File: src/rtl/dcmq_pkg.sv
// dcmq_pkg: shared types and constants for the DCM to quaternion block.
// No dependencies.
package dcmq_pkg;

  localparam int unsigned SQ_N  = 15;     // root digits, one per sqrt stage
  localparam int unsigned DV_N  = 16;     // quotient bits, one per divide stage
  localparam int unsigned Q_ONE = 16384;  // 1.0 in Q2.14

  typedef enum logic [1:0] {
    SEL_X = 2'd0,
    SEL_Y = 2'd1,
    SEL_Z = 2'd2,
    SEL_W = 2'd3
  } sel_t;

  // d[0..3] feed x, y, z, w; the winner's slot is unused
  typedef struct packed {
    sel_t             sel;
    logic [3:0][17:0] d;
  } pl_t;

  // one classified matrix in the queue between front and back
  typedef struct packed {
    logic [16:0] c;   // winning candidate, always in [16384, 114687]
    pl_t         pl;
  } fq_t;

  typedef struct packed {
    logic signed [15:0] quat_x;
    logic signed [15:0] quat_y;
    logic signed [15:0] quat_z;
    logic signed [15:0] quat_w;
  } res_t;

endpackage

File: src/rtl/dcmq_fifo.sv
// dcmq_fifo: small first-in first-out queue with a count-based full flag.
// No dependencies.
module dcmq_fifo #(
  parameter int unsigned WIDTH = 8,
  parameter int unsigned DEPTH = 2
) (
  input  logic             clk,
  input  logic             rst_n,
  input  logic             push,
  input  logic [WIDTH-1:0] wdata,
  output logic             full,
  input  logic             pop,
  output logic [WIDTH-1:0] rdata,
  output logic             empty
);

  localparam int unsigned AW = (DEPTH > 1) ? $clog2(DEPTH) : 1;
  localparam int unsigned CW = $clog2(DEPTH + 1);

  logic [WIDTH-1:0] mem_r [DEPTH];
  logic [AW-1:0]    wp_r, rp_r;
  logic [CW-1:0]    cnt_r;
  logic             do_push, do_pop;

  assign full    = (cnt_r == CW'(DEPTH));
  assign empty   = (cnt_r == '0);
  assign do_push = push && !full;
  assign do_pop  = pop && !empty;
  assign rdata   = mem_r[rp_r];

  always_ff @(posedge clk) begin
    if (do_push) begin
      mem_r[wp_r] <= wdata;
    end
  end

  always_ff @(posedge clk) begin
    if (!rst_n) begin
      wp_r  <= '0;
      rp_r  <= '0;
      cnt_r <= '0;
    end else begin
      if (do_push) begin
        wp_r <= (wp_r == AW'(DEPTH - 1)) ? '0 : wp_r + 1'b1;
      end
      if (do_pop) begin
        rp_r <= (rp_r == AW'(DEPTH - 1)) ? '0 : rp_r + 1'b1;
      end
      if (do_push && !do_pop) begin
        cnt_r <= cnt_r + 1'b1;
      end else if (do_pop && !do_push) begin
        cnt_r <= cnt_r - 1'b1;
      end
    end
  end

endmodule

File: src/rtl/dcmq_front.sv
// dcmq_front: forms the four candidates, picks the winner and the operand
// sums, and queues the result. Depends on dcmq_pkg and dcmq_fifo.
module dcmq_front import dcmq_pkg::*; #(
  parameter int unsigned DEPTH = 4
) (
  input  logic               clk,
  input  logic               rst_n,
  input  logic               push,
  output logic               full,
  input  logic signed [15:0] m00, m01, m02,
  input  logic signed [15:0] m10, m11, m12,
  input  logic signed [15:0] m20, m21, m22,
  input  logic               fq_pop,
  output logic               fq_empty,
  output fq_t                fq
);

  logic signed [18:0] cx, cy, cz, cw, cwin;
  logic signed [17:0] s01, s02, s12, a12, a20, a01;
  fq_t                ent;
  logic [$bits(fq_t)-1:0] rd;

  always_comb begin
    cx = 19'(Q_ONE) + 19'(m00) - 19'(m11) - 19'(m22);
    cy = 19'(Q_ONE) - 19'(m00) + 19'(m11) - 19'(m22);
    cz = 19'(Q_ONE) - 19'(m00) - 19'(m11) + 19'(m22);
    cw = 19'(Q_ONE) + 19'(m00) + 19'(m11) + 19'(m22);
    s01 = 18'(m01) + 18'(m10);
    s02 = 18'(m20) + 18'(m02);
    s12 = 18'(m12) + 18'(m21);
    a12 = 18'(m12) - 18'(m21);
    a20 = 18'(m20) - 18'(m02);
    a01 = 18'(m01) - 18'(m10);
    ent = '0;
    // ties go to the earlier candidate
    if (cx >= cy && cx >= cz && cx >= cw) begin
      cwin      = cx;
      ent.pl.sel = SEL_X;
      ent.pl.d[1] = s01; ent.pl.d[2] = s02; ent.pl.d[3] = a12;
    end else if (cy >= cz && cy >= cw) begin
      cwin      = cy;
      ent.pl.sel = SEL_Y;
      ent.pl.d[0] = s01; ent.pl.d[2] = s12; ent.pl.d[3] = a20;
    end else if (cz >= cw) begin
      cwin      = cz;
      ent.pl.sel = SEL_Z;
      ent.pl.d[0] = s02; ent.pl.d[1] = s12; ent.pl.d[3] = a01;
    end else begin
      cwin      = cw;
      ent.pl.sel = SEL_W;
      ent.pl.d[0] = a12; ent.pl.d[1] = a20; ent.pl.d[2] = a01;
    end
    ent.c = cwin[16:0];
  end

  dcmq_fifo #(.WIDTH($bits(fq_t)), .DEPTH(DEPTH)) u_q (
    .clk   (clk),
    .rst_n (rst_n),
    .push  (push),
    .wdata (ent),
    .full  (full),
    .pop   (fq_pop),
    .rdata (rd),
    .empty (fq_empty)
  );

  assign fq = fq_t'(rd);

endmodule

File: config.mk
export PLATFORM = sky130hd
export DESIGN_NAME = dcmq_front
export DESIGN_NICKNAME = d
export VERILOG_FILES = /design/src/rtl/dcmq_pkg.sv /design/src/rtl/dcmq_fifo.sv /design/src/rtl/dcmq_front.sv
export SDC_FILE = /design/constraint.sdc
export NUM_CORES = 1
export LEC_CHECK = 0
export BUFFER_PORTS_ARGS = -buffer_cell sky130_fd_sc_hd__buf_4
export CAP_MARGIN = 20
export CORE_AREA = 2 2 228 230
export DETAILED_ROUTE_END_ITERATION = 10
export DIE_AREA = 0 0 230 232
export PLACE_DENSITY = 0.82
export REMOVE_ABC_BUFFERS = 1
export SETUP_SLACK_MARGIN = 0.2
export SLEW_MARGIN = 25
export SYNTH_ARGS = -nofsm -noshare
export SYNTH_HDL_FRONTEND = slang
export SYNTH_SLANG_ARGS = --single-unit
File: constraint.sdc
create_clock -name clk -period 10.15 [get_ports clk]
set_input_delay 0 -clock clk [delete_from_list [all_inputs] [get_ports clk]]
set_output_delay 0 -clock clk [all_outputs]
set_load 0.01 [all_outputs]
==> results of run 1 <==
[metal layers]
metal	global-route usage, %	vias up	wire (um)
met4	12.2	0	3340
met1	38.1	10713	31100
met5	0	-	0
met2	49.1	1258	38300
met3	4.36	230	7310
li1	-	9741	-
[cells by family after synthesis]
group                      count (synthesis)
and+or+nand+nor                          551
adders and majority gates                356
muxes                                    112
AOI/OAI and AO/OA                        615
xor gates and xnor gates                 157
buffers and inverters                    347
DFF                                      357
[worst reg2reg max path: cells and delay by family (launching register included)]
kind,cells,cell delay (ps)
AND/OR/NAND/NOR,3,1250
buffers and inverters,1,760
flip-flops,1,440
[what timing repair did]
action / 4_1_cts / 5_1_grt
buffers inserted: 0 / 0
endpoints found under the hold margin: 9 / 0
hold buffers: 2 / 0
[through the flow]
step	area (um^2)	util (%)	hold WS, ps
2_1_floorplan	27200	-	122
3_3_place_gp	30100	59.1	264
3_5_place_dp	30100	59.1	276
4_1_cts	31200	61.4	59.4
5_1_grt	31200	61.4	92.7
6_report	31200	61.4	65.1
[worst min-delay path by stage]
| stage | end | slack (ps) | depth (start not counted) |
|---|---|---|---|
| 2_1_floorplan | u_q.cnt_r[0] | 120 | 1 |
| 3_3_place_gp | u_q.cnt_r[0] | 260 | 2 |
| 3_5_place_dp | u_q.cnt_r[0] | 280 | 2 |
| 4_1_cts | u_q.wp_r[1] | 60 | 4 |
| 5_1_grt | u_q.wp_r[1] | 90 | 4 |
| 6_report | u_q.wp_r[0] | 70 | 4 |
[sequential cells by signal (all words and copies together) (netlist names), named ones only]
| signal | flops |
|---|---|
| u_q.mem_r | 348 |
| u_q.wp_r | 2 |
| u_q.cnt_r | 3 |
| u_q.rp_r | 2 |
[area by class of cell]
| cell class | count | area [um^2] |
|---|---|---|
| flip-flops and latches | 357 | 10600 |
| clock buffers | 39 | 891 |
| inverters | 237 | 890 |
| well taps | 680 | 851 |
| diodes | 1 | 2.50 |
| multi-input cells | 1791 | 15700 |
| repair buffers | 266 | 2010 |
| clock inverters | 21 | 243 |
| fillers | 3939 | 19600 |
[layout by cell type, fill, tap and decap left out, drive strengths merged, types with 22 or more instances in the layout]
cell type	synthesis	final
nand2	82	82
o21ai	65	65
a31oi	44	44
clkbuf	71	39
a22o	25	25
fa	76	76
buf	39	264
mux2i	24	24
o22ai	22	22
inv	237	239
a21o	48	48
edfxtp	348	348
and3	26	26
o21a	30	30
a221oi	30	30
a22oi	31	31
xnor2	107	107
mux4	87	87
a21oi	139	139
xor2	50	50
ha	275	275
nor3	93	93
nor2b	36	36
o31ai	23	23
nand2b	28	28
nor2	137	137
nand3	67	67
[report_power, final]
group	switching (uW)	internal, uW
Sequential	132	3010
Combinational	4540	2540
Clock	550	762
==> out/results.tsv, run 1 <==
stage	metric	value	unit
timing	# setup viols final	0	
logic_synthesis	Synth Area in Simple Gates	9.90	%
logic_synthesis	top cell type's share of synthesized area	37.8	%
hold_path	hold path start	push	
detailed_routing	antenna-violating nets left	0	
grt	initial antenna violation count	0	
detailed_routing	# DRC	0	
logic_synthesis	asr flop ratio synth	0	%
clock_network	TritonCTS clock tree	done	
clock_network	post-cts sizing count	0	
setup_path	Reg2Reg Depth	4	
pwr	PD cells	369	mW/mm^2
setup_path	R2R Path End	u_q.mem_r[3][22]	
logic_synthesis	register area share after synthesis	38.5	%
logic_synthesis	library cells used by synthesis	83	
setup_path	CP max stage delay	650	ps
logic_synthesis	post-synthesis xor/xnor area fraction	4.98	%
logic_synthesis	Adder-Cell Fraction of Synth Area	18.1	%
clock_network	Clock Tree Buf Depth	3	
cells_and_area	Layout area overhead	13.1	%
hold_path	Hold Crit Class	in2reg	
clock_network	H-tree depth	2	
status	status	finished clean	
logic_synthesis	top cells by count, synth	edfxtp_1 (348), ha_1 (275), inv_1 (235)	
floorplanning	die area	0.0534	mm^2
placement	hpwl dp	58.7	mm
clock_network	clk root buf	clkbuf_16	
floorplanning	Die Height	232	um
logic_synthesis	Compound-Gate Fraction of Synth Area	15.6	%
floorplanning	core footprint	0.0509	mm^2
detailed_routing	1st-iter DRT viols	2251	
floorplanning	# IOs	241	
placement	IO buf count	240	
timing	fmax	0.128	GHz
setup_path	WP buf/inv	3	
timing	max_slew headroom	28.2	%
grt	gr usage total	29.3	%
grt	first-pass GRT wire length	121	mm
setup_path	Crit path required time	10400	ps
setup_path	Worst setup SP type	primary input	
floorplanning	Initial Utilization	54.3	%
logic_synthesis	synthesized area	0.0276	mm^2
detailed_routing	routed wire length per instance	23.6	um
setup_path	cell mode on critical path	a21oi_1	
timing	Final Worst Setup Slack	2360	ps
floorplanning	num rows	83	
placement	final RePlAce weighted congestion	0.966	
timing	worst slew pin tran	1080	ps
timing	Fin Clk Skew	17.4	ps
timing	fin crit share	76.8	%
placement	placed cells	3329	
logic_synthesis	number of synthesized flops with an enable pin	348	
setup_path	Critical Path Start	m00[2]	
setup_path	Setup crit end kind	flop	
setup_path	Crit path depth	28	
detailed_routing	final WL	80.0	mm
cells_and_area	layout cells sized above 1	16.6	%
floorplanning	die width	230	um
timing	Slew Viols, Final	0	
job	Max-cap violations	0	
logic_synthesis	dominant cell by count in the synthesized netlist	edfxtp_1	
timing	Period minus WS final	7790	ps
logic_synthesis	Mapped Cells	2495	
timing	RSZ-0062 raised after global routing	no	
pwr	VDD IR max	307	uV
detailed_routing	DRT Pass-1 Iters	6	
setup_path	critical path arrival	8040	ps
setup_path	flop2flop setup slack	7270	ps
pwr	total power	11500	uW
clock_network	worst skew pair latency	530	ps
detailed_routing	drt via density	6.47	
clock_network	clock sink count	357	
setup_path	Crit path max-delay family	compound AO/OA/AOI/OAI gates	
cells_and_area	Layout Nets	3186	
timing	Hold Fails Final Rpt	0	
logic_synthesis	mux cell area share after synthesis	8.00	%
logic_synthesis	Yosys Warn Count	0	
logic_synthesis	area leader, netlist	edfxtp_1	
grt	total grt overflow	0	
setup_path	kind of critical path	in2reg	
logic_synthesis	syn avg cell area	11.1	um^2
logic_synthesis	largest family of logic cells by synthesized area	adder cells	
setup_path	Setup crit end	u_q.mem_r[3][84]	
setup_path	slowest stage cell on the critical path	o31a_4	
clock_network	clock transition at the registers of the reported paths	70	ps
detailed_routing	Vias	21942	
setup_path	R2R Path Start	u_q.cnt_r[0]	
setup_path	largest fanout on the critical path	40	
timing	Final TNS setup	0	ps
placement	pre-CTS WS	1210	ps
pwr	LEAKAGE	0.0126	uW
logic_synthesis	top cells by area, synth	edfxtp_1 (38%), ha_1 (12%), mux4_2 (7.1%), fa_1 (5.5%), xnor2_1 (3.4%)	
cells_and_area	Post-Layout Cell Count	3392	
grt	vias in the first global route	21926	
logic_synthesis	ys flop type	edfxtp_1	
clock_network	number of CTS-inserted buffers	34	
grt	largest net degree at the start of global routing	60	
logic_synthesis	Yosys reg bits	357	
No activity file was read; power rests on OpenSTA's default activity.
==> run 2, diff against run 1 <==
--- a/config.mk
+++ b/config.mk
@@ -10,7 +10,7 @@
 export CORE_AREA = 2 2 228 230
 export DETAILED_ROUTE_END_ITERATION = 10
 export DIE_AREA = 0 0 230 232
-export PLACE_DENSITY = 0.82
+export PLACE_DENSITY = 0.85
 export REMOVE_ABC_BUFFERS = 1
 export SETUP_SLACK_MARGIN = 0.2
 export SLEW_MARGIN = 25
==> constraint.sdc (replaced) <==
create_clock -name clk -period 7.15 [get_ports clk]
set_input_delay 0 -clock clk [delete_from_list [all_inputs] [get_ports clk]]
set_output_delay 0 -clock clk [all_outputs]
set_load 0.01 [all_outputs]
==> out/results.tsv, run 2 (synthesis results as in run 1) <==
stage	metric	value	unit
detailed_routing	Vias	22010	
timing	Hold Fails Final Rpt	0	
grt	initial antenna violation count	0	
detailed_routing	DRT Pass-1 Iters	7	
timing	RSZ-0062 raised after global routing	yes	
status	status	finished clean	
setup_path	cell mode on critical path	buf_4	
placement	Area after DPL	0.0305	mm^2
detailed_routing	drt via density	6.40	
timing	fin crit share	91.5	%
timing	fmax	0.153	GHz
setup_path	Crit path required time	7390	ps
timing	hold slack	65.8	ps
clock_network	clock sink count	357	
cells_and_area	Layout area overhead	14.6	%
detailed_routing	1st-iter DRT viols	2413	
grt	gr usage total	30.2	%
cells_and_area	max reg flops	348	
setup_path	CP max stage delay	600	ps
clock_network	clock transition at the registers of the reported paths	60	ps
clock_network	worst skew pair latency	530	ps
setup_path	Reg2Reg Depth	4	
grt	largest net degree at the start of global routing	52	
pwr	LEAKAGE	0.0128	uW
cells_and_area	Layout Cell Area excl Fill	0.0317	mm^2
floorplanning	die area	0.0534	mm^2
floorplanning	Initial Utilization	54.3	%
setup_path	R2R Path End	u_q.mem_r[1][4]	
clock_network	clk root buf	clkbuf_16	
floorplanning	# IOs	241	
timing	Slew Viols, Final	0	
floorplanning	core footprint	0.0509	mm^2
floorplanning	die width	230	um
placement	hpwl dp	61.5	mm
clock_network	Clock Tree Buf Depth	3	
detailed_routing	# DRC	0	
timing	Period minus WS final	6540	ps
cells_and_area	commonest non-fill, non-tap cell in the layout	edfxtp_1	
pwr	VDD IR max	474	uV
floorplanning	num rows	83	
setup_path	kind of critical path	in2reg	
setup_path	flop2flop setup slack	4230	ps
setup_path	Setup crit end kind	flop	
hold_path	Hold Crit Class	in2reg	
hold_path	Hold Path Depth	4	
hold_path	hold path start	push	
setup_path	critical path arrival	6790	ps
setup_path	Worst setup SP type	primary input	
timing	worst slew pin tran	931	ps
grt	vias in the first global route	22455	
floorplanning	Die Height	232	um
clock_network	number of CTS-inserted buffers	34	
timing	max_slew headroom	37.9	%
cells_and_area	layout cells sized above 1	18.2	%
cells_and_area	top flop regs	u_q.mem_r (348), u_q.cnt_r (3)	
setup_path	largest fanout on the critical path	43	
cells_and_area	Ant. Diodes	0	
pwr	total power	16900	uW
cells_and_area	Reg with most FFs	u_q.mem_r	
setup_path	slowest stage cell on the critical path	or4b_2	
detailed_routing	routed wire length per instance	23.8	um
hold_path	sink of the worst hold path	u_q.wp_r[1]	
detailed_routing	antenna-violating nets left	0	
setup_path	R2R Path Start	u_q.cnt_r[0]	
pwr	PD cells	535	mW/mm^2
clock_network	TritonCTS clock tree	done	
timing	Fin Clk Skew	25.3	ps
grt	total grt overflow	0	
job	Max-cap violations	0	
cells_and_area	commonest non-fill, non-tap cells in the layout	edfxtp_1 (348), buf_4 (303), ha_1 (275)	
clock_network	H-tree depth	2	
timing	# setup viols final	0	
detailed_routing	final WL	81.8	mm
placement	IO buf count	240	
cells_and_area	Layout Nets	3233	
placement	final RePlAce weighted congestion	0.973	
grt	first-pass GRT wire length	124	mm
[run 2: cell types whose count changed in the layout (fill, tap and decap cells not counted), moves of 5 or more]
cell and delta:
a221oi_1 -6, a221oi_2 +6, buf_12 +6, buf_4 +40, clkbuf_1 +5
[run 2: power breakdown]
part | leakage, uW | internal (uW) | switching, uW
Combinational | 0.00903 | 4070 | 6720
Sequential | 0.00329 | 4270 | 177
Clock | 0.000495 | 939 | 748
Total | 0.0128 | 9280 | 7650
[run 2: layout make-up]
| class | instances | area (um^2) |
|---|---|---|
| tap | 680 | 851 |
| inverter | 237 | 890 |
| fill | 3907 | 19200 |
| multi-input combinational | 1791 | 15800 |
| clock inverter | 15 | 110 |
| clock buffer | 44 | 910 |
| sequential | 357 | 10600 |
| timing repair buffer | 313 | 2460 |
[run 2: worst max-delay path: cells and delay by family]
| family | cells | cell delay (ps) |
|---|---|---|
| AND/OR/NAND/NOR | 15 | 3220 |
| adder cells (fa/ha/maj) | 3 | 1220 |
| AO/OA/AOI/OAI | 5 | 1110 |
| buffers and inverters | 5 | 840 |
| XOR/XNOR | 1 | 210 |
| multiplexers | 1 | 140 |
[run 2: layer usage]
| layer | routed length, um | global-route usage [%] | up-vias |
|---|---|---|---|
| li1 | - | - | 9832 |
| met1 | 31100 | 38.4 | 10609 |
| met2 | 39700 | 52.6 | 1281 |
| met3 | 7460 | 4.10 | 288 |
| met4 | 3570 | 11.6 | 0 |
| met5 | 0 | 0 | - |
[run 2: worst max-delay path by stage]
stage,from,to
2_1_floorplan,m00[2],u_q.mem_r[0][31]
3_3_place_gp,m00[2],u_q.mem_r[0][4]
3_5_place_dp,m00[2],u_q.mem_r[0][40]
4_1_cts,m00[2],u_q.mem_r[3][40]
5_1_grt,m00[2],u_q.mem_r[1][8]
6_report,m00[2],u_q.mem_r[1][8]
[run 2: per-stage QoR]
step	setup slack (ps)	utilization, %	TNS, ps	cells
after floorplan	-754	-	-143900	2385
after global placement	146	59.9	0	3374
final	608	62.2	0	3437
after global routing	176	62.2	0	3437
after CTS	495	62.0	0	3435
after detailed placement	-39.4	59.9	-426	3374
[run 2: what timing repair did]
| item | CTS | global route |
|---|---|---|
| endpoints found under the hold margin | 9 | 0 |
| buffers inserted | 0 | 2 |
| endpoints found under the setup margin | 0 | 228 |
| gates resized for setup | 0 | 19 |
| hold buffers | 2 | 0 |
