--- src/rtl/dcmq_fifo.sv ---
// dcmq_fifo: small first-in first-out queue with a count-based full flag.
// No dependencies.
module dcmq_fifo #(
  parameter int unsigned WIDTH = 8,
  parameter int unsigned DEPTH = 2
) (
  input  logic             clk,
  input  logic             rst_n,
  input  logic             push,
  input  logic [WIDTH-1:0] wdata,
  output logic             full,
  input  logic             pop,
  output logic [WIDTH-1:0] rdata,
  output logic             empty
);

  localparam int unsigned AW = (DEPTH > 1) ? $clog2(DEPTH) : 1;
  localparam int unsigned CW = $clog2(DEPTH + 1);

  logic [WIDTH-1:0] mem_r [DEPTH];
  logic [AW-1:0]    wp_r, rp_r;
  logic [CW-1:0]    cnt_r;
  logic             do_push, do_pop;

  assign full    = (cnt_r == CW'(DEPTH));
  assign empty   = (cnt_r == '0);
  assign do_push = push && !full;
  assign do_pop  = pop && !empty;
  assign rdata   = mem_r[rp_r];

  always_ff @(posedge clk) begin
    if (do_push) begin
      mem_r[wp_r] <= wdata;
    end
  end

  always_ff @(posedge clk) begin
    if (!rst_n) begin
      wp_r  <= '0;
      rp_r  <= '0;
      cnt_r <= '0;
    end else begin
      if (do_push) begin
        wp_r <= (wp_r == AW'(DEPTH - 1)) ? '0 : wp_r + 1'b1;
      end
      if (do_pop) begin
        rp_r <= (rp_r == AW'(DEPTH - 1)) ? '0 : rp_r + 1'b1;
      end
      if (do_push && !do_pop) begin
        cnt_r <= cnt_r + 1'b1;
      end else if (do_pop && !do_push) begin
        cnt_r <= cnt_r - 1'b1;
      end
    end
  end

endmodule

--- config.mk ---
export PLATFORM = sky130hd
export DESIGN_NAME = dcmq_fifo
export DESIGN_NICKNAME = d
export VERILOG_FILES = /design/src/rtl/dcmq_fifo.sv
export SDC_FILE = /design/constraint.sdc
export NUM_CORES = 1
export LEC_CHECK = 0
export ABC_AREA = 1
export BUFFER_PORTS_ARGS = -buffer_cell sky130_fd_sc_hd__buf_2
export CAP_MARGIN = 20
export CORE_MARGIN = 4
export CORE_UTILIZATION = 55
export CTS_BUF_LIST = sky130_fd_sc_hd__clkbuf_8
export DETAILED_ROUTE_END_ITERATION = 8
export PLACE_DENSITY = 0.83
export SYNTH_ARGS = -nofsm -noshare
export SYNTH_HDL_FRONTEND = slang
export SYNTH_SLANG_ARGS = --single-unit
--- constraint.sdc ---
create_clock -name clk -period 4.05 [get_ports clk]
set_clock_uncertainty 0.15 [all_clocks]
set_input_delay 1.0125 -clock clk [delete_from_list [all_inputs] [get_ports clk]]
set_output_delay 1.0125 -clock clk [all_outputs]
set_load 0.05 [all_outputs]
==> summary.md, run 1 <==
| Metric | Value |
|---|---|
| CTS tree | `built` |
| WP data required | `2.89 ns` |
| Net Sw Frac | `0.405` |
| Mux cell area share after synthesis | `0.109` |
| Post-synthesis cell count | `63` |
| Worst flop-to-flop path startpoint | `cnt_r[0]$_SDFFE_PN0P_` |
| Drt first pass iters | `3` |
| Combinational power share | `0.392` |
| Worst r2r dst | `mem_r[0][2]$_DFFE_PP_` |
| GRT Util Overall | `0.138` |
| DRT Wirelength | `1280 µm` |
| Sink Count | `21` |
| Die Height | `46.7 µm` |
| Clk slew on worst S/H paths | `0.07 ns` |
| Largest net degree at the start of global routing | `12` |
| Worst Max-Slew Pin Slew | `0.709 ns` |
| Syn Nets | `76` |
| CTS buffer count | `3` |
| Synth top cells by count | `16 x edfxtp_1, 10 x nor2_1, 8 x inv_1, 8 x mux2_2, 6 x nand2_1` |
| Hold WS | `0.362 ns` |
| Fillers | `93` |
| Initial antenna violation count | `0` |
| Worst IR Drop VDD | `496 µV` |
| Core area | `1350 µm²` |
| CP max FO | `8` |
| Post-placement cell count | `98` |
| Hold Crit Start | `rp_r$_SDFFE_PN0P_` |
| Cell internal pwr | `0.420 mW` |
| Count of cell types in the netlist | `15` |
| Antenna Cells | `0` |
| Biggest area consumer among synthesized cells | `edfxtp_1` |
| Worst setup SP type | `flop` |
| Slowest stage cell, crit path | `dfxtp_1` |
| Root Buffer | `clkbuf_8` |
| Total setup buffers inserted after CTS | `0` |
| Synth area leaders | `edfxtp_1 58%, dfxtp_1 12%, mux2_2 11%` |
| Outcome | `complete, no violations` |
| Total grt overflow | `0` |
| Routed len/inst | `12.6 µm` |
| Count of flip-flops with a built-in enable after synthesis | `16` |
| Post-CTS sizing | `0` |
| Layout cells sized above 1 | `0.402` |
| Worst Path Arrival | `1.37 ns` |
| Initial Utilization | `0.610` |
| Routed Antenna Nets | `0` |
| Pwr Density | `715 nW/µm²` |
| Register area share after synthesis | `0.705` |
| Final Max Tran Viols | `0` |
| DRC Markers | `0` |
| Via total after detailed routing | `525` |
| CP Class | `reg2out` |
| RSZ-0062 raised after global routing | `no` |
| Global-route wire length before repair | `2020 µm` |
| Initial DRC count | `15` |
| Post-route cell area | `987 µm²` |
| H-tree levels | `1` |
| Largest family of logic cells by synthesized area | `multiplexers` |
| Adder-cell share of the synthesized area | `0.0152` |
| CP max stage delay | `0.53 ns` |
| Setup TNS | `0 ns` |
| Hold Crit Depth | `2` |
| Crit-path cells | `mux2_2 -> buf_2` |
| Syn. warnings | `0` |
| Endpoint class of the critical path | `output port` |
| Post-route minimum period | `2.54 ns` |
| Fmax | `394 MHz` |
| Leakage | `0.420 nW` |
| Final #Nets | `101` |
| Synth Register Bits | `21` |
| Post-synth top area share | `0.584` |
| Avg Cell Area, Syn | `13.1 µm²` |
| Vias in the first global route | `473` |
| Most numerous cell in the Yosys netlist | `edfxtp_1` |
| PnR worst setup slack | `1.51 ns` |
| Via density per instance | `5.15` |
| Worst reg2reg setup slack | `2.44 ns` |
| Period Utilization, post-route | `0.626` |
| Setup WS pre-CTS | `1.79 ns` |
| CTS Buffer Depth | `2` |
| Full die area | `2180 µm²` |
| Placer congestion estimate | `0.669` |
| HPWL after DPL | `1000 µm` |
| XOR/XNOR share of the synthesized area | `0` |
| Layout Area Growth over Synthesis | `19.9%` |
| Post-synth top flop | `edfxtp_1` |
| Flop pwr share | `0.426` |
| Clock network fraction of total power | `0.182` |
| Net Switching | `0.286 mW` |
| Netlist Area Pre-Place | `823 µm²` |
| Post-synthesis simple-gate area fraction | `0.0942` |
| Hold WC Path Type | `reg2reg` |
| Async SR Flop Fraction | `0` |
| Placed Area | `942 µm²` |
| Clock Latency Late Sink | `0.25 ns` |
| Number of cell rows | `13` |
| Die W | `46.7 µm` |
| R2R cell count | `2` |
| Top-Level Pins | `22` |
| Final hold violation count | `0` |
| Hold bufs inserted after CTS | `0` |
| Endpoints failing setup | `0` |
| Final cell count without fillers | `102` |
| Max_cap viols | `0` |
| Slew HR | `0.526` |
| Port bufs | `21` |
| Synth Area in Compound Gates | `0.0289` |
-- cell type report --
| cell class | count | area, µm² | area share |
|---|---|---|---|
| timing repair buffer | 21 | 105 | 0.106 |
| tap | 15 | 18.8 | 0.0190 |
| sequential | 21 | 581 | 0.588 |
| clock inverter | 1 | 3.75 | 0.00380 |
| clock buffer | 3 | 41.3 | 0.0418 |
| multi-input combinational | 32 | 204 | 0.207 |
| inverter | 9 | 33.8 | 0.0342 |
-- layer usage --
layer / part of all wire / wire, µm / vias to the layer above / global-route usage
met4: 0.0047 / 6 / 0 / 0.0663
met2: 0.50 / 646 / 15 / 0.225
met3: 0.068 / 87 / 2 / 0.0508
met1: 0.42 / 541 / 247 / 0.159
met5: 0 / 0 / - / 0
li1: - / - / 261 / -
-- state kept, by name (all words and copies together) (netlist names), named ones only --
name   cells
rp_r       1
cnt_r      2
mem_r     16
wp_r       1
-- worst max path at each step --
stage | startpoint | endpoint | slack [ns] | depth (start not counted)
global route | flop | rdata[5] | 1.45 | 2
CTS | flop | rdata[5] | 1.50 | 2
finish | flop | rdata[7] | 1.51 | 2
detailed placement | flop | rdata[5] | 1.79 | 2
floorplan | cnt_r[0]$_SDFFE_PN0P_ | empty | 1.84 | 1
global placement | flop | rdata[0] | 1.79 | 2
-- power by group through the flow --
| stage | clock network [mW] | logic, mW | registers, mW |
|---|---|---|---|
| global placement | 0 | 0.273 | 0.304 |
| floorplan | 0 | 0.234 | 0.293 |
| global route | 0.143 | 0.297 | 0.305 |
| finish | 0.128 | 0.277 | 0.301 |
| CTS | 0.131 | 0.279 | 0.301 |
| detailed placement | 0 | 0.278 | 0.305 |
-- per-stage QoR --
| stage | total power, mW | util |
|---|---|---|
| finish | 0.706 | 0.731 |
| global route | 0.745 | 0.731 |
| CTS | 0.711 | 0.731 |
| detailed placement | 0.583 | 0.698 |
| global placement | 0.576 | 0.698 |
| floorplan | 0.527 | - |
-- critical path: cells and delay by family, from the launching register on --
kind                   cells  cell delay [ns]
DFF                        1             0.53
muxes                      1             0.38
buffers and inverters      1             0.21
-- kinds of logic (layout without fill, tap and decap cells) --
kind of cell             Yosys count  count (layout)
buffers and inverters             10              34
adder cells (fa/ha/maj)            1               1
AO/OA/AOI/OAI                      4               4
AND/OR/NAND/NOR                   19              19
multiplexers                       8               8
flip-flops                        21              21
-- cells in the final DEF (no fill, tap or decap) --
| master | instances |
|---|---|
| nand3_1 | 1 |
| nand4_1 | 1 |
| o21ai_2 | 1 |
| a21oi_1 | 1 |
| nor2_1 | 10 |
| nand2_1 | 6 |
| buf_2 | 21 |
| nor2_2 | 1 |
| ha_1 | 1 |
| inv_1 | 9 |
| inv_2 | 1 |
| mux2_2 | 8 |
| dfxtp_1 | 5 |
| edfxtp_1 | 16 |
| clkbuf_8 | 3 |
| o21ai_0 | 2 |
No activity file was read; power rests on OpenSTA's default activity.
==> inputs of run 2 (changes only) <==
CORE_UTILIZATION = 47   (was 55)
PLACE_DENSITY = 0.75   (was 0.83)
clock period = 2.3 ns   (was 4.05 ns; I/O delays follow)
==> summary.md, run 2 (same netlist as run 1, synthesis figures left out) <==
| Metric | Value |
|---|---|
| Core area | `1580 µm² (+17%)` |
| Clock Latency Late Sink | `0.26 ns (about the same)` |
| Worst Max-Slew Pin Slew | `0.350 ns (-0.359 ns)` |
| Max FFs per register | `16 (unchanged)` |
| Flop pwr share | `0.418 (-0.008)` |
| Global-route wire length before repair | `2340 µm (+16%)` |
| Top Registers | `mem_r: 16 flops, cnt_r: 2 flops` |
| CP max stage delay | `0.53 ns (about the same)` |
| Slew HR | `0.766 (+0.240)` |
| Number of cell rows | `14 (+1)` |
| Total setup buffers inserted after CTS | `0 (unchanged)` |
| Largest net degree at the start of global routing | `13 (+1)` |
| Worst IR Drop VDD | `716 µV (+44%)` |
| Drt first pass iters | `3 (unchanged)` |
| Post-route cell area | `1000 µm² (+1.8%)` |
| Initial Utilization | `0.522 (-0.0876)` |
| Placed Area | `958 µm² (+1.7%)` |
| Total grt overflow | `0 (unchanged)` |
| Max_cap viols | `0 (unchanged)` |
| HPWL after DPL | `1030 µm (+2.7%)` |
| Final hold violation count | `0 (unchanged)` |
| Antenna Cells | `0 (unchanged)` |
| Commonest non-fill, non-tap cell in the layout | `buf_2` |
| Net Switching | `0.516 mW (+80%)` |
| CTS tree | `built` |
| Port bufs | `21 (unchanged)` |
| WP data required | `1.57 ns (-1.32 ns)` |
| Full die area | `2490 µm² (+14%)` |
| Most frequent cells in the layout | `21 x buf_2, 16 x edfxtp_1, 10 x nor2_1, 8 x mux2_2, 8 x inv_1` |
| GRT Util Overall | `0.128 (-0.0103)` |
| Setup WS pre-CTS | `0.473 ns (-1.32 ns)` |
| Via total after detailed routing | `523 (-0.38%)` |
| Endpoints failing setup | `0 (unchanged)` |
| Layout Area Growth over Synthesis | `22.0%` |
| Leakage | `0.429 nW (+2.1%)` |
| Reg with most FFs | `mem_r` |
| Post-CTS sizing | `0 (unchanged)` |
| Cell internal pwr | `0.749 mW (+79%)` |
| Endpoint class of the critical path | `output port` |
| Hold bufs inserted after CTS | `0 (unchanged)` |
| Vias in the first global route | `555 (+17%)` |
| RSZ-0062 raised after global routing | `no` |
| Post-route minimum period | `2.11 ns` |
| Die Height | `49.9 µm (+6.8%)` |
| Via density per instance | `4.98 (-3.2%)` |
| Top-Level Pins | `22 (unchanged)` |
| Setup TNS | `0 ns (unchanged)` |
| Fmax | `473 MHz` |
| Crit-path cells | `mux2_2 -> buf_2` |
| Clk slew on worst S/H paths | `0.07 ns (about the same)` |
| H-tree levels | `1 (unchanged)` |
| CP max FO | `8 (unchanged)` |
| Area of the multi-input gates | `204 µm² (unchanged)` |
| Placer congestion estimate | `0.726 (+8.6%)` |
| Hold WC Path Type | `in2reg` |
| Die W | `49.9 µm (+6.8%)` |
| Root Buffer | `clkbuf_8` |
| Period Utilization, post-route | `0.919` |
| Initial DRC count | `4 (-11)` |
| CP Class | `reg2out` |
| PnR worst setup slack | `0.187 ns (-1.33 ns)` |
| CTS buffer count | `3 (unchanged)` |
| CTS Buffer Depth | `2 (unchanged)` |
| Outcome | `complete, no violations` |
| Fillers | `129 (+39%)` |
| Combinational power share | `0.395 (+0.003)` |
| Net Sw Frac | `0.408 (+0.00233)` |
| Routed Antenna Nets | `0 (unchanged)` |
| Worst setup SP type | `flop` |
| Initial antenna violation count | `0 (unchanged)` |
| DRT Wirelength | `1350 µm (+5.4%)` |
| Pwr Density | `1260 nW/µm² (+76%)` |
| Slowest stage cell, crit path | `dfxtp_1` |
| Final #Nets | `103 (+2.0%)` |
| Layout cells sized above 1 | `0.427 (+0.0247)` |
| Worst Path Arrival | `1.39 ns (+0.02 ns)` |
| Sink Count | `21 (unchanged)` |
| DRC Markers | `0 (unchanged)` |
| Register area | `581 µm² (unchanged)` |
| Clock network fraction of total power | `0.186 (+0.004)` |
| Routed len/inst | `12.9 µm (+2.4%)` |
| Final Max Tran Viols | `0 (unchanged)` |
==> run 2: path summary, 6_finish.rpt <==
check / cells past startpoint / startpoint / slack (ns) / endpoint
setup / recovery: 2 / flop / 0.19 / rdata[2]
hold / removal: 1 / wdata[5] / 0.35 / mem_r[0][5]$_DFFE_PP_
setup reg to reg: 9 / cnt_r[0]$_SDFFE_PN0P_ / 0.72 / cnt_r[1]$_SDFFE_PN0P_
hold reg to reg: 2 / wp_r$_SDFFE_PN0N_ / 0.36 / wp_r$_SDFFE_PN0N_
==> run 2: layout make-up <==
class	count	share of cell area
Clock buffer	3	0.0411
Tap cell	16	0.0199
Sequential cell	21	0.578
Multi-Input combinational cell	32	0.203
Clock inverter	1	0.00498
Timing Repair Buffer	23	0.120
Inverter	9	0.0336
==> run 2: worst max-delay path: cells and delay by family (launching register included) <==
family,cells,cell delay (ns)
buffers and inverters,1,0.21
muxes,1,0.39
DFF,1,0.53
==> run 2: metal layers <==
| metal | up-vias | track usage | part of all wire | wire [µm] |
|---|---|---|---|---|
| met3 | 2 | 0.0422 | 0.052 | 70 |
| met4 | 0 | 0.0553 | 0.019 | 25 |
| met1 | 242 | 0.144 | 0.43 | 580 |
| li1 | 265 | - | - | - |
| met2 | 14 | 0.218 | 0.50 | 673 |
| met5 | - | 0 | 0 | 0 |
==> run 2: stage by stage <==
stage / total power [mW] / cells / util / hold slack (ns)
final: 1.27 / 105 / 0.637 / 0.355
after global routing: 1.35 / 105 / 0.637 / 0.348
after CTS: 1.28 / 105 / 0.637 / 0.345
after detailed placement: 1.04 / 101 / 0.608 / 0.348
after global placement: 1.03 / 101 / 0.608 / 0.335
after floorplan: 0.928 / 63 / - / 0.317
==> run 2: power by group through the flow <==
stage | logic, mW | clock network, mW | registers (mW)
after global routing | 0.549 | 0.260 | 0.538
after detailed placement | 0.502 | 0 | 0.539
final | 0.500 | 0.236 | 0.529
after CTS | 0.504 | 0.243 | 0.530
after global placement | 0.492 | 0 | 0.535
after floorplan | 0.412 | 0 | 0.517
==> inputs of run 3 (changes only) <==
CTS_CLUSTER_SIZE = 30   (was default)
RECOVER_POWER = 100   (was default)
==> summary.md, run 3 (same netlist as run 1, synthesis figures left out) <==
| Metric | Value |
|---|---|
| Outcome | `complete, no violations` |
| Hold bufs inserted after CTS | `0 (unchanged)` |
| Worst setup SP type | `flop` |
| Final hold violation count | `0 (unchanged)` |
| CP Class | `reg2out` |
| Via density per instance | `4.96 (-0.38%)` |
| Fmax | `468 MHz (-1.1%)` |
| Crit path to | `rdata[2]` |
| Drt first pass iters | `2 (-1)` |
| Initial DRC count | `3 (-1)` |
| Initial antenna violation count | `0 (unchanged)` |
| Placed Area | `958 µm² (unchanged)` |
| GRT Util Overall | `0.128 (unchanged)` |
| Worst reg2reg setup slack | `0.58 ns (-0.14 ns)` |
| RSZ-0062 raised after global routing | `no` |
| Worst IR Drop VDD | `695 µV (-3.0%)` |
| Slowest stage cell, crit path | `dfxtp_1` |
| Layout Area Growth over Synthesis | `19.3%` |
| R2R cell count | `9 (unchanged)` |
| Worst flop-to-flop path startpoint | `cnt_r[1]$_SDFFE_PN0P_` |
| Root Buffer | `clkbuf_8` |
| Die Height | `49.9 µm (unchanged)` |
| Clk slew on worst S/H paths | `0.07 ns (about the same)` |
| Port bufs | `21 (unchanged)` |
| Final cell count without fillers | `105 (unchanged)` |
| CP max stage delay | `0.53 ns (about the same)` |
| Die W | `49.9 µm (unchanged)` |
| Crit-path cells | `mux2_2 -> clkbuf_2` |
| Post-placement cell count | `101 (unchanged)` |
| Period Utilization, post-route | `0.929 (+0.00977)` |
| Via total after detailed routing | `521 (-0.38%)` |
| Final Max Tran Viols | `0 (unchanged)` |
| Number of cell rows | `14 (unchanged)` |
| Final #Nets | `103 (unchanged)` |
| Routed Antenna Nets | `0 (unchanged)` |
| DRT Wirelength | `1350 µm (+0.22%)` |
| WP data required | `1.57 ns (about the same)` |
| Max_cap viols | `0 (unchanged)` |
| Endpoints failing setup | `0 (unchanged)` |
| Vias in the first global route | `555 (unchanged)` |
| CTS tree | `built` |
| Placer congestion estimate | `0.726 (unchanged)` |
| Final Power | `1.24 mW (-1.7%)` |
| Top-Level Pins | `22 (unchanged)` |
| Initial Utilization | `0.522 (unchanged)` |
| Endpoint class of the critical path | `output port` |
| H-tree levels | `1 (unchanged)` |
| CP max FO | `8 (unchanged)` |
| Pwr Density | `1270 nW/µm² (+0.57%)` |
| Layout cells sized above 1 | `0.303 (-0.124)` |
| Global-route wire length before repair | `2340 µm (unchanged)` |
| CTS Buffer Depth | `2 (unchanged)` |
| Post-CTS sizing | `0 (unchanged)` |
| Setup TNS | `0 ns (unchanged)` |
| Core area | `1580 µm² (unchanged)` |
| Total setup buffers inserted after CTS | `0 (unchanged)` |
| Antenna Cells | `0 (unchanged)` |
| CTS buffer count | `3 (unchanged)` |
| Worst Path Arrival | `1.41 ns (+0.02 ns)` |
| Post-route minimum period | `2.14 ns (+0.0225 ns)` |
| Full die area | `2490 µm² (unchanged)` |
| Reg with most FFs | `mem_r` |
| Post-layout util | `0.623 (-0.0143)` |
| Commonest non-fill, non-tap cell in the layout | `edfxtp_1` |
| Worst r2r dst | `cnt_r[1]$_SDFFE_PN0P_` |
| Leakage | `0.401 nW (-6.4%)` |
| Slew HR | `0.603 (-0.163)` |
| Hold WC Path Type | `in2reg` |
| DRC Markers | `0 (unchanged)` |
| Total grt overflow | `0 (unchanged)` |
| Clock Latency Late Sink | `0.26 ns (about the same)` |
| Hold Crit Depth | `1 (unchanged)` |
| Top Registers | `mem_r: 16 flops, cnt_r: 2 flops` |
| Routed len/inst | `12.9 µm (+0.22%)` |
| Post-route cell area | `982 µm² (-2.2%)` |
| Most frequent cells in the layout | `16 x edfxtp_1, 11 x nor2_1, 9 x clkbuf_1` |
| Largest net degree at the start of global routing | `13 (unchanged)` |
| Max FFs per register | `16 (unchanged)` |
| HPWL after DPL | `1030 µm (unchanged)` |
| Sink Count | `21 (unchanged)` |
| Worst Max-Slew Pin Slew | `0.597 ns (+0.248 ns)` |
-- run 3: layout make-up --
class / count / area [µm²]
fill: 130 / 594
sequential: 21 / 581
multi-input combinational: 32 / 198
timing repair buffer: 23 / 104
clock buffer: 3 / 41.3
inverter: 9 / 33.8
tap: 16 / 20.0
clock inverter: 1 / 5.00
-- run 3: worst min path at each step --
stage / slack [ns] / to / from
after floorplan: 0.32 / flop / rp_r$_SDFFE_PN0P_
after global placement: 0.34 / rp_r$_SDFFE_PN0P_ / rp_r$_SDFFE_PN0P_
after detailed placement: 0.35 / flop / rp_r$_SDFFE_PN0P_
after CTS: 0.35 / mem_r[0][5]$_DFFE_PP_ / wdata[5]
after global routing: 0.35 / mem_r[1][5]$_DFFE_PP_ / wdata[5]
final: 0.35 / mem_r[0][5]$_DFFE_PP_ / wdata[5]
-- run 3: report_power, final --
part           internal, mW  total, mW  switching, mW
clock network         0.120      0.235          0.114
logic                 0.128      0.482          0.353
registers             0.485      0.527         0.0422
-- run 3: metal layers --
metal / track usage / share of wire / wire, µm / vias up
met4: 0.0553 / 0.018 / 25 / 0
met3: 0.0422 / 0.051 / 69 / 2
li1: - / - / - / 267
met5: 0 / 0 / 0 / -
met2: 0.218 / 0.49 / 659 / 14
met1: 0.144 / 0.44 / 598 / 238
-- run 3: through the flow --
step	worst slack (ns)	hold slack, ns
3_3_place_gp	0.460	0.335
3_5_place_dp	0.473	0.348
5_1_grt	0.0999	0.348
4_1_cts	0.170	0.345
2_1_floorplan	0.343	0.317
6_report	0.164	0.355
-- run 3: worst max-delay path: cells and delay by family (launching register included) --
kind | cells | cell delay (ns)
muxes | 1 | 0.39
DFF | 1 | 0.53
buffers and inverters | 1 | 0.24
